===== config.mk =====
export PLATFORM = sky130hd
export DESIGN_NAME = ordered_task_dispatch_queue
export DESIGN_NICKNAME = d
export VERILOG_FILES = /design/src/hdl/otdq_pkg.sv /design/src/hdl/ordered_task_dispatch_queue.sv /design/src/hdl/otdq_ctrl.sv /design/src/hdl/otdq_dp.sv
export SDC_FILE = /design/constraint.sdc
export NUM_CORES = 2
export LEC_CHECK = 0
export BUFFER_PORTS_ARGS = -buffer_cell sky130_fd_sc_hd__buf_2
export CELL_PAD_IN_SITES_DETAIL_PLACEMENT = 1
export CELL_PAD_IN_SITES_GLOBAL_PLACEMENT = 1
export CORE_ASPECT_RATIO = 0.8
export CORE_UTILIZATION = 25
export CTS_CLUSTER_SIZE = 28
export DETAILED_ROUTE_END_ITERATION = 10
export GPL_TIMING_DRIVEN = 0
export PLACE_DENSITY = 0.48
export RECOVER_POWER = 50
export SETUP_SLACK_MARGIN = 0.1
export SLEW_MARGIN = 10
export SYNTH_ARGS = -nofsm -noshare
export SYNTH_HDL_FRONTEND = slang
export SYNTH_SLANG_ARGS = --single-unit

===== constraint.sdc =====
create_clock -name clk_i -period 8.2 [get_ports clk_i]
set_input_delay 0.82 -clock clk_i [delete_from_list [all_inputs] [get_ports clk_i]]
set_output_delay 0.82 -clock clk_i [all_outputs]
set_load 0.02 [all_outputs]

===== src/hdl/otdq_pkg.sv =====
// Package for the ordered task dispatch queue: payload structs, codes and the
// command and status types between controller and datapath. No dependencies.
`timescale 1ns / 1ps
package otdq_pkg;

  typedef enum logic [2:0] {
    ACT_SUBMIT   = 3'd0,
    ACT_CANCEL   = 3'd1,
    ACT_DISPATCH = 3'd2,
    ACT_COMPLETE = 3'd3,
    ACT_START    = 3'd4,
    ACT_STOP     = 3'd5,
    ACT_PAUSE    = 3'd6,
    ACT_RESUME   = 3'd7
  } action_e;

  typedef enum logic [2:0] {
    ST_OK            = 3'd0,
    ST_NOT_RUNNING   = 3'd1,
    ST_UNSCHEDULABLE = 3'd2,
    ST_FULL          = 3'd3,
    ST_NOT_FOUND     = 3'd4,
    ST_AT_LIMIT      = 3'd5,
    ST_EMPTY         = 3'd6
  } status_e;

  typedef enum logic [1:0] {
    MODE_STOPPED = 2'd0,
    MODE_RUNNING = 2'd1,
    MODE_PAUSED  = 2'd2
  } mode_e;

  localparam logic [1:0] POLICY_PRIORITY = 2'd0;
  localparam logic [1:0] POLICY_SHORTEST = 2'd2;
  localparam logic       CFG_POLICY      = 1'b0;
  localparam logic       CFG_MAX_RUN     = 1'b1;
  localparam logic [7:0] MAX_RUN_RESET   = 8'd10;

  typedef struct packed {
    logic [2:0]  action;
    logic [15:0] task_tag;
    logic [7:0]  task_priority;
    logic [23:0] job_size;
    logic        can_schedule;
    logic [31:0] target_id;
  } in_beat_t;

  typedef struct packed {
    logic [2:0]  status;
    logic [31:0] result_id;
    logic [15:0] result_tag;
    logic [4:0]  queue_level;
    logic [7:0]  running_count;
    logic [1:0]  run_mode;
    logic [31:0] scheduled_total;
    logic [31:0] completed_total;
  } out_beat_t;

  // Controller to datapath.
  typedef struct packed {
    logic load;     // capture the input beat and search the queue
    logic execute;  // apply the captured beat
  } dp_cmd_t;

  // Datapath to controller.
  typedef struct packed {
    logic done;
  } dp_status_t;

endpackage


===== src/hdl/ordered_task_dispatch_queue.sv =====
// Top level of the ordered task dispatch queue: joins controller and datapath.
// Depends on otdq_pkg, otdq_ctrl and otdq_dp.
`timescale 1ns / 1ps
// Each input beat is one scheduler action and yields exactly one result beat.
// An action is a load step and an execute step: in the load step the queue is compared against the
// incoming beat in every slot at once (insert position for a submit, id match
// for a cancel) and the flags are registered; in the execute step the sorted
// shift queue moves one place on an insert or removal and the counters and run
// state update. One action is in flight at a time, so a new beat is not taken
// until the previous action has executed. A stalled result holds the action in
// its execute step until the output side drains.
module ordered_task_dispatch_queue #(
  parameter int QUEUE_DEPTH = 16
) (
  input  logic                clk_i,
  input  logic                rst_ni,
  input  logic                cfg_we_i,
  input  logic                cfg_idx_i,
  input  logic [7:0]          cfg_data_i,
  input  logic                in_valid_i,
  output logic                in_stall_o,
  input  otdq_pkg::in_beat_t  in_data_i,
  output logic                out_valid_o,
  input  logic                out_stall_i,
  output otdq_pkg::out_beat_t out_data_o
);
  import otdq_pkg::*;

  dp_cmd_t    cmd;
  dp_status_t sts;

  otdq_ctrl u_ctrl (
    .clk_i, .rst_ni, .in_valid_i, .in_stall_o, .out_valid_o, .out_stall_i,
    .cmd_o(cmd), .sts_i(sts)
  );

  otdq_dp #(.QUEUE_DEPTH(QUEUE_DEPTH)) u_dp (
    .clk_i, .rst_ni, .cfg_we_i, .cfg_idx_i, .cfg_data_i,
    .in_i(in_data_i), .out_o(out_data_o), .cmd_i(cmd), .sts_o(sts)
  );
endmodule


===== src/hdl/otdq_ctrl.sv =====
// Controller of the ordered task dispatch queue: handshake sequencing.
// Depends on otdq_pkg.
`timescale 1ns / 1ps
module otdq_ctrl (
  input  logic                 clk_i,
  input  logic                 rst_ni,
  input  logic                 in_valid_i,
  output logic                 in_stall_o,
  output logic                 out_valid_o,
  input  logic                 out_stall_i,
  output otdq_pkg::dp_cmd_t    cmd_o,
  input  otdq_pkg::dp_status_t sts_i
);
  import otdq_pkg::*;

  typedef enum logic [1:0] {S_IDLE, S_EXEC, S_OUT} state_e;
  state_e state_q;
  logic   out_valid_q;

  // The result register may be refilled when it is empty or being taken.
  logic take;
  assign take       = in_valid_i && (state_q == S_IDLE);
  assign in_stall_o = (state_q != S_IDLE);
  assign out_valid_o = out_valid_q;
  assign cmd_o.load    = take;
  assign cmd_o.execute = (state_q == S_EXEC) && (!out_valid_q || !out_stall_i);

  always_ff @(posedge clk_i or negedge rst_ni) begin
    if (!rst_ni) begin
      state_q     <= S_IDLE;
      out_valid_q <= 1'b0;
    end else begin
      if ((state_q == S_EXEC) && cmd_o.execute && sts_i.done) begin
        out_valid_q <= 1'b1;
      end else if (out_valid_q && !out_stall_i) begin
        out_valid_q <= 1'b0;
      end
      case (state_q)
        S_IDLE: begin
          if (take) begin
            state_q <= S_EXEC;
          end
        end
        S_EXEC: begin
          if (cmd_o.execute && sts_i.done) begin
            state_q <= S_IDLE;
          end
        end
        default: begin
          state_q <= S_IDLE;
        end
      endcase
    end
  end
endmodule


===== src/hdl/otdq_dp.sv =====
// Datapath of the ordered task dispatch queue: sorted shift queue, counters,
// run state and configuration. Depends on otdq_pkg.
`timescale 1ns / 1ps
module otdq_dp #(
  parameter int QUEUE_DEPTH = 16
) (
  input  logic                 clk_i,
  input  logic                 rst_ni,
  input  logic                 cfg_we_i,
  input  logic                 cfg_idx_i,
  input  logic [7:0]           cfg_data_i,
  input  otdq_pkg::in_beat_t   in_i,
  output otdq_pkg::out_beat_t  out_o,
  input  otdq_pkg::dp_cmd_t    cmd_i,
  output otdq_pkg::dp_status_t sts_o
);
  import otdq_pkg::*;

  localparam int CW = $clog2(QUEUE_DEPTH + 1);
  localparam int IW = (QUEUE_DEPTH > 1) ? $clog2(QUEUE_DEPTH) : 1;

  logic [31:0] ids_q   [QUEUE_DEPTH];
  logic [7:0]  prios_q [QUEUE_DEPTH];
  logic [23:0] sizes_q [QUEUE_DEPTH];
  logic [15:0] tags_q  [QUEUE_DEPTH];
  logic [CW-1:0] count_q;
  mode_e       mode_q;
  logic [31:0] next_id_q, sub_q, fin_q;
  logic [7:0]  run_q, max_run_q;
  logic [1:0]  policy_q;
  in_beat_t    beat_q;
  out_beat_t   out_q;

  // Per-slot flags captured in the load cycle.
  logic [QUEUE_DEPTH-1:0] ins_d, ins_q, hit_d, hit_q;

  always_comb begin
    for (int i = 0; i < QUEUE_DEPTH; i++) begin
      logic valid, ahead;
      valid = (CW'(i) < count_q);
      ahead = 1'b0;
      if (policy_q == POLICY_PRIORITY) begin
        ahead = in_i.task_priority > prios_q[i];
      end else if (policy_q == POLICY_SHORTEST) begin
        ahead = in_i.job_size < sizes_q[i];
      end
      ins_d[i] = valid && ahead;
      hit_d[i] = valid && (ids_q[i] == in_i.target_id) && (in_i.target_id != '0);
    end
  end

  // First set flag marks the insert point or the match nearest the head.
  logic [QUEUE_DEPTH-1:0] ins_first, hit_first, ins_after, hit_after;
  always_comb begin
    logic si, sh;
    si = 1'b0;
    sh = 1'b0;
    for (int i = 0; i < QUEUE_DEPTH; i++) begin
      ins_first[i] = ins_q[i] && !si;
      hit_first[i] = hit_q[i] && !sh;
      ins_after[i] = si;
      hit_after[i] = sh;
      si = si | ins_q[i];
      sh = sh | hit_q[i];
    end
  end

  logic [IW-1:0] hit_pos;
  always_comb begin
    hit_pos = '0;
    for (int i = 0; i < QUEUE_DEPTH; i++) begin
      if (hit_first[i]) begin
        hit_pos = IW'(i);
      end
    end
  end

  logic any_ins, any_hit, full, sub_ok, disp_ok;
  assign any_ins = |ins_q;
  assign any_hit = |hit_q;
  assign full    = (count_q == CW'(QUEUE_DEPTH));
  assign sub_ok  = (beat_q.action == ACT_SUBMIT) && beat_q.can_schedule &&
                   (mode_q == MODE_RUNNING) && !full;
  assign disp_ok = (beat_q.action == ACT_DISPATCH) && (mode_q == MODE_RUNNING) &&
                   (run_q < max_run_q) && (count_q != '0);

  assign sts_o.done = 1'b1;
  assign out_o      = out_q;

  logic [31:0] nid;
  assign nid = (next_id_q == 32'hFFFF_FFFF) ? 32'd1 : next_id_q + 32'd1;

  // Queue storage: shift right on insert, shift left on removal.
  always_ff @(posedge clk_i) begin
    if (cmd_i.load) begin
      beat_q <= in_i;
      ins_q  <= ins_d;
      hit_q  <= hit_d;
    end
    if (cmd_i.execute) begin
      for (int i = 0; i < QUEUE_DEPTH; i++) begin
        if (sub_ok) begin
          if ((any_ins && ins_first[i]) || (!any_ins && count_q[IW-1:0] == IW'(i))) begin
            ids_q[i]   <= next_id_q;
            prios_q[i] <= beat_q.task_priority;
            sizes_q[i] <= beat_q.job_size;
            tags_q[i]  <= beat_q.task_tag;
          end else if (any_ins && ins_after[i] && i > 0) begin
            ids_q[i]   <= ids_q[(i > 0) ? i - 1 : 0];
            prios_q[i] <= prios_q[(i > 0) ? i - 1 : 0];
            sizes_q[i] <= sizes_q[(i > 0) ? i - 1 : 0];
            tags_q[i]  <= tags_q[(i > 0) ? i - 1 : 0];
          end
        end else if (disp_ok || ((beat_q.action == ACT_CANCEL) && any_hit)) begin
          if (i < QUEUE_DEPTH - 1 && (disp_ok || hit_first[i] || hit_after[i])) begin
            ids_q[i]   <= ids_q[(i < QUEUE_DEPTH - 1) ? i + 1 : i];
            prios_q[i] <= prios_q[(i < QUEUE_DEPTH - 1) ? i + 1 : i];
            sizes_q[i] <= sizes_q[(i < QUEUE_DEPTH - 1) ? i + 1 : i];
            tags_q[i]  <= tags_q[(i < QUEUE_DEPTH - 1) ? i + 1 : i];
          end
        end
      end
    end
  end

  always_ff @(posedge clk_i or negedge rst_ni) begin
    if (!rst_ni) begin
      count_q   <= '0;
      mode_q    <= MODE_STOPPED;
      next_id_q <= 32'd1;
      run_q     <= '0;
      sub_q     <= '0;
      fin_q     <= '0;
      policy_q  <= POLICY_PRIORITY;
      max_run_q <= MAX_RUN_RESET;
      out_q     <= '0;
    end else begin
      if (cfg_we_i) begin
        if (cfg_idx_i == CFG_POLICY) begin
          policy_q <= cfg_data_i[1:0];
        end else begin
          max_run_q <= cfg_data_i;
        end
      end
      if (cmd_i.execute) begin
        logic [2:0]    st;
        logic [31:0]   rid;
        logic [15:0]   rtag;
        logic [CW-1:0] cnt;
        logic [7:0]    run;
        mode_e         md;
        logic [31:0]   sub, fin;
        st   = ST_OK;
        rid  = '0;
        rtag = '0;
        cnt  = count_q;
        run  = run_q;
        md   = mode_q;
        sub  = sub_q;
        fin  = fin_q;
        case (beat_q.action)
          ACT_SUBMIT: begin
            if (!beat_q.can_schedule) begin
              st = ST_UNSCHEDULABLE;
            end else if (mode_q != MODE_RUNNING) begin
              st = ST_NOT_RUNNING;
            end else if (full) begin
              st = ST_FULL;
            end else begin
              rid = next_id_q;
              next_id_q <= nid;
              cnt = count_q + CW'(1);
              sub = sub_q + 32'd1;
            end
          end
          ACT_CANCEL: begin
            if (any_hit) begin
              rid  = ids_q[hit_pos];
              rtag = tags_q[hit_pos];
              cnt  = count_q - CW'(1);
            end else begin
              st = ST_NOT_FOUND;
            end
          end
          ACT_DISPATCH: begin
            if (mode_q != MODE_RUNNING) begin
              st = ST_NOT_RUNNING;
            end else if (run_q >= max_run_q) begin
              st = ST_AT_LIMIT;
            end else if (count_q == '0) begin
              st = ST_EMPTY;
            end else begin
              rid  = ids_q[0];
              rtag = tags_q[0];
              cnt  = count_q - CW'(1);
              run  = run_q + 8'd1;
            end
          end
          ACT_COMPLETE: begin
            if (run_q != '0) begin
              run = run_q - 8'd1;
              fin = fin_q + 32'd1;
            end
          end
          ACT_START: begin
            if (mode_q == MODE_STOPPED) begin
              md = MODE_RUNNING;
            end
          end
          ACT_STOP: begin
            md = MODE_STOPPED;
          end
          ACT_PAUSE: begin
            if (mode_q == MODE_RUNNING) begin
              md = MODE_PAUSED;
            end
          end
          default: begin
            if (mode_q == MODE_PAUSED) begin
              md = MODE_RUNNING;
            end
          end
        endcase
        count_q <= cnt;
        run_q   <= run;
        mode_q  <= md;
        sub_q   <= sub;
        fin_q   <= fin;
        out_q.status          <= st;
        out_q.result_id       <= rid;
        out_q.result_tag      <= rtag;
        out_q.queue_level     <= 5'(cnt);
        out_q.running_count   <= run;
        out_q.run_mode        <= md;
        out_q.scheduled_total <= sub;
        out_q.completed_total <= fin;
      end
    end
  end
endmodule


==> flow_metrics.env <==
export IMPL_core_mm2=0.409
export IMPL_vias=86929
export IMPL_final_cell_mix="mux2_2 (1366), edfxtp_1 (1364), mux2i_1 (813)"
export IMPL_synth_top_family_by_area="multiplexers"
export IMPL_grt_pass1_vias=83861
export IMPL_async_flop_share_pct=11.3
export IMPL_tns_ps=0
export IMPL_post_route_min_period_ps=8010
export IMPL_crit_path_start_kind="register"
export IMPL_place_congestion=1.06
export IMPL_grt_total_usage_pct=30.1
export IMPL_wl_per_cell_um=42.5
export IMPL_setup_slack_ps=192
export IMPL_synthDistinctLibCells=82
export IMPL_layout_commonest_cell="mux2_2"
export IMPL_n_fill_cell=45165
export IMPL_fp_dieH_um=576
export IMPL_clockBufferDepth=4
export IMPL_outcome="complete, but fails checks"
export IMPL_drc=0
export IMPL_slowest_stage="o21bai_1"
export IMPL_ant_nets=0
export IMPL_grt_start_max_net_pins=73
export IMPL_drt_iter0_drc=11508
export IMPL_maxCapViolations=64
export IMPL_synth_xor_area_share_pct=5.22
export IMPL_clock_power_share_pct=30.0
export IMPL_routed_via_density=5.71
export IMPL_critPathArrivalTime_ps=8680
export IMPL_path_class="reg -> reg"
export IMPL_synth_adder_area_share_pct=6.32
export IMPL_p_per_area_mw_per_mm2=258
export IMPL_path_clk_slew_ps=60
export IMPL_synth_top_area_cell="edfxtp_1"
export IMPL_seq_area_frac_synth_pct=44.1
export IMPL_synth_compound_area_share_pct=7.52
export IMPL_min_period_over_period_pct=97.7
export IMPL_worstSkewPairLatency_ps=960
export IMPL_syn_nets=9688
export IMPL_tightest_slew_ps=3010
export IMPL_antenna_found_initial=99
export IMPL_cts_resized=0
export IMPL_crit_top_cell="clkbuf_1"
export IMPL_seqPwrFrac_pct=36.4
export IMPL_syn_area_per_cell_um2=11.3
export IMPL_die_w_um=719
export IMPL_internal_power_w=0.0183
export IMPL_cp_num_buf_inv=5
export IMPL_ir_worst_vdd_uv=163
export IMPL_netlist_area_mm2=0.103
export IMPL_p_switching_w=0.0126
export IMPL_synth_top_area_share_pct=39.8
export IMPL_hp_class="in -> reg"
export IMPL_hold_viol_final=0
export IMPL_switching_share_pct=40.8
export IMPL_num_io_pins=230
export IMPL_rows=210
export IMPL_synth_warnings=0
export IMPL_synth_cells=9071
export IMPL_path_max_fanout=10
export IMPL_wirelength_um=647000
export IMPL_start_util_pct=25.1
export IMPL_synth_edff_count=1364
export IMPL_clock_sinks=1538
export IMPL_grt_ovfl_total=0
export IMPL_cts_tree="built"
export IMPL_muxShareOfSynthArea_pct=23.0
export IMPL_grt_pass1_wl_um=839000
export IMPL_drv_slew=741
export IMPL_clock_skew_ps=100
export IMPL_htree_levels=4
export IMPL_critPathRequiredTime_ps=8870
export IMPL_drt_first_pass_iters=5
export IMPL_dp_hpwl_um=512000
export IMPL_p_leak_nw=46.9
export IMPL_cts_buffers=197
export IMPL_clockRootBuffer="clkbuf_16"
export IMPL_path_cells="inv_1 -> ha_1 -> nor2b_1 -> o21a_1 -> o21a_1 -> o21bai_1 -> clkbuf_1 -> a21oi_1 -> nor3_1 -> clkbuf_1 -> clkbuf_1 -> clkbuf_1 -> mux2_2"
export IMPL_cp_top_family="buffers and inverters"
export IMPL_ys_ff_latch=1538
export IMPL_fmax_mhz=125
export IMPL_p_comb_share_pct=33.6
export IMPL_synthFlopType="edfxtp_1"
export IMPL_cp_end_kind="register"
export IMPL_drive_gt1_share_pct=20.7
export IMPL_place_ws_ps=692
export IMPL_slew_headroom_pct=-101
export IMPL_synthTopCellsByArea="edfxtp_1 (40%), mux2_2 (15%), mux2i_1 (7.9%)"
export IMPL_violations="max-capacitance violations, max-slew violations"
export IMPL_area_delta_synth_final_pct=16.3
export IMPL_critPathMaxStageDelay_ps=1260
export IMPL_die_area_mm2=0.414
export IMPL_setup_violations=0
export IMPL_synthSimpleGateAreaFrac_pct=9.15
export IMPL_nets=10238
export IMPL_port_buffers=197
export IMPL_rsz0062_at_grt="false"
-- metal layers --
| layer | up-vias | track usage, % | part of all wire (%) |
|---|---|---|---|
| met5 | - | 0 | 0.049 |
| met4 | 46 | 10.3 | 4.0 |
| met3 | 900 | 8.33 | 10 |
| met2 | 4752 | 42.0 | 40 |
| met1 | 46254 | 44.0 | 46 |
| li1 | 34977 | - | - |
-- kinds of logic after synthesis --
group,Yosys count
mux,2189
xor+xnor,613
buf+inv,1189
flops,1538
compound gates,1114
simple gates,1909
fa+ha+maj,519
-- worst reg2reg max path: stages, from the launching register on --
cell      delay [ps]
dfstp_1          520
inv_1             40
ha_1             270
nor2b_1          130
o21a_1           160
o21a_1           180
o21bai_1        1270
clkbuf_1         880
a21oi_1          230
nor3_1           210
clkbuf_1        1050
clkbuf_1        1170
clkbuf_1        1230
mux2_2           460
-- stage by stage --
step / utilization, % / hold slack, ps / std cells / power (W) / cell area, um2
after floorplan: - / 479 / 9071 / 0.0157 / 103000
after global placement: 27.0 / 458 / 14674 / 0.0211 / 111000
after detailed placement: 27.9 / 461 / 14820 / 0.0214 / 114000
after CTS: 29.4 / 1.33 / 15187 / 0.0306 / 120000
after global routing: 29.2 / 39.7 / 15193 / 0.0313 / 120000
final: 29.2 / 67.1 / 15221 / 0.0308 / 120000
-- flip-flops by register name, summed over array words and instances, names as in the netlist, 8 cells and up --
signal,cells
u_dp.hit_q,16
u_dp.ids_q,512
u_dp.beat_q,52
u_dp.fin_q,32
u_dp.tags_q,256
u_dp.ins_q,16
u_dp.max_run_q,8
u_dp.sizes_q,384
u_dp.next_id_q,32
u_dp.out_o,56
u_dp.run_q,8
u_dp.sub_q,32
u_dp.prios_q,128
-- final cells by class --
class	instances	area, um2	area share [%]
diodes	32	80.1	0.0670
flip-flops and latches	1538	45300	37.9
repair buffers	351	3370	2.82
plain buffers	668	2780	2.33
multi-input cells	6344	52900	44.2
well taps	5406	6760	5.66
clock inverters	88	917	0.767
clock buffers	273	5540	4.63
inverters	521	1960	1.64
-- cells in the mapped netlist, types with 15 or more instances --
cell type and number:
nand2_1 718, mux2i_1 813, a2111oi_0 17, a211oi_1 62
nor3_1 39, nor4_1 124, nor2b_1 33, xnor2_1 268
buf_4 29, edfxtp_1 1364, ha_1 518, buf_1 40
nor2_1 234, and3_1 168, nand2b_1 43, a21o_1 137
nand4_1 286, xor2_1 345, a22o_1 17, o21ai_1 15
o211ai_1 25, clkbuf_1 418, o221ai_1 46, a221o_1 83
a221oi_1 47, o21ai_0 156, a32oi_1 35, inv_1 521
a21oi_1 263, or3_1 18, o2111ai_1 19, dfrtp_1 171
a22oi_1 18, a31oi_1 76, mux2_2 1369, nand3_1 185
buf_2 173
-- path summary, 6_finish.rpt --
kind	start	end	slack, ps	depth (start not counted)
min	in_data_i[69]	u_dp.beat_q[69]	70	1
min in group asynchronous	rst_ni	u_dp.fin_q[5]	1450	2
max	u_dp.max_run_q[1]	u_dp.ids_q[3][11]	190	13
min reg2reg	u_dp.sub_q[31]	u_dp.sub_q[31]	470	1
max in group asynchronous	rst_ni	u_dp.out_o[79]	2470	4
max reg2reg	u_dp.max_run_q[1]	u_dp.ids_q[3][11]	190	13
-- power by group through the flow --
stage	Clock, W	Sequential (W)	Combinational, W
after floorplan	0	0.0109	0.00484
after global placement	0	0.0117	0.00942
after detailed placement	0	0.0113	0.0101
after CTS	0.00937	0.0111	0.0101
after global routing	0.00958	0.0112	0.0105
final	0.00926	0.0112	0.0104
-- timing repair --
item | 4_1_cts | 5_1_grt
setup endpoints to repair | 0 | 0
buffers inserted | 0 | 0
hold buffers | 6 | 0
hold endpoints to repair | 52 | 0
Power figures use the tool's default switching activity.
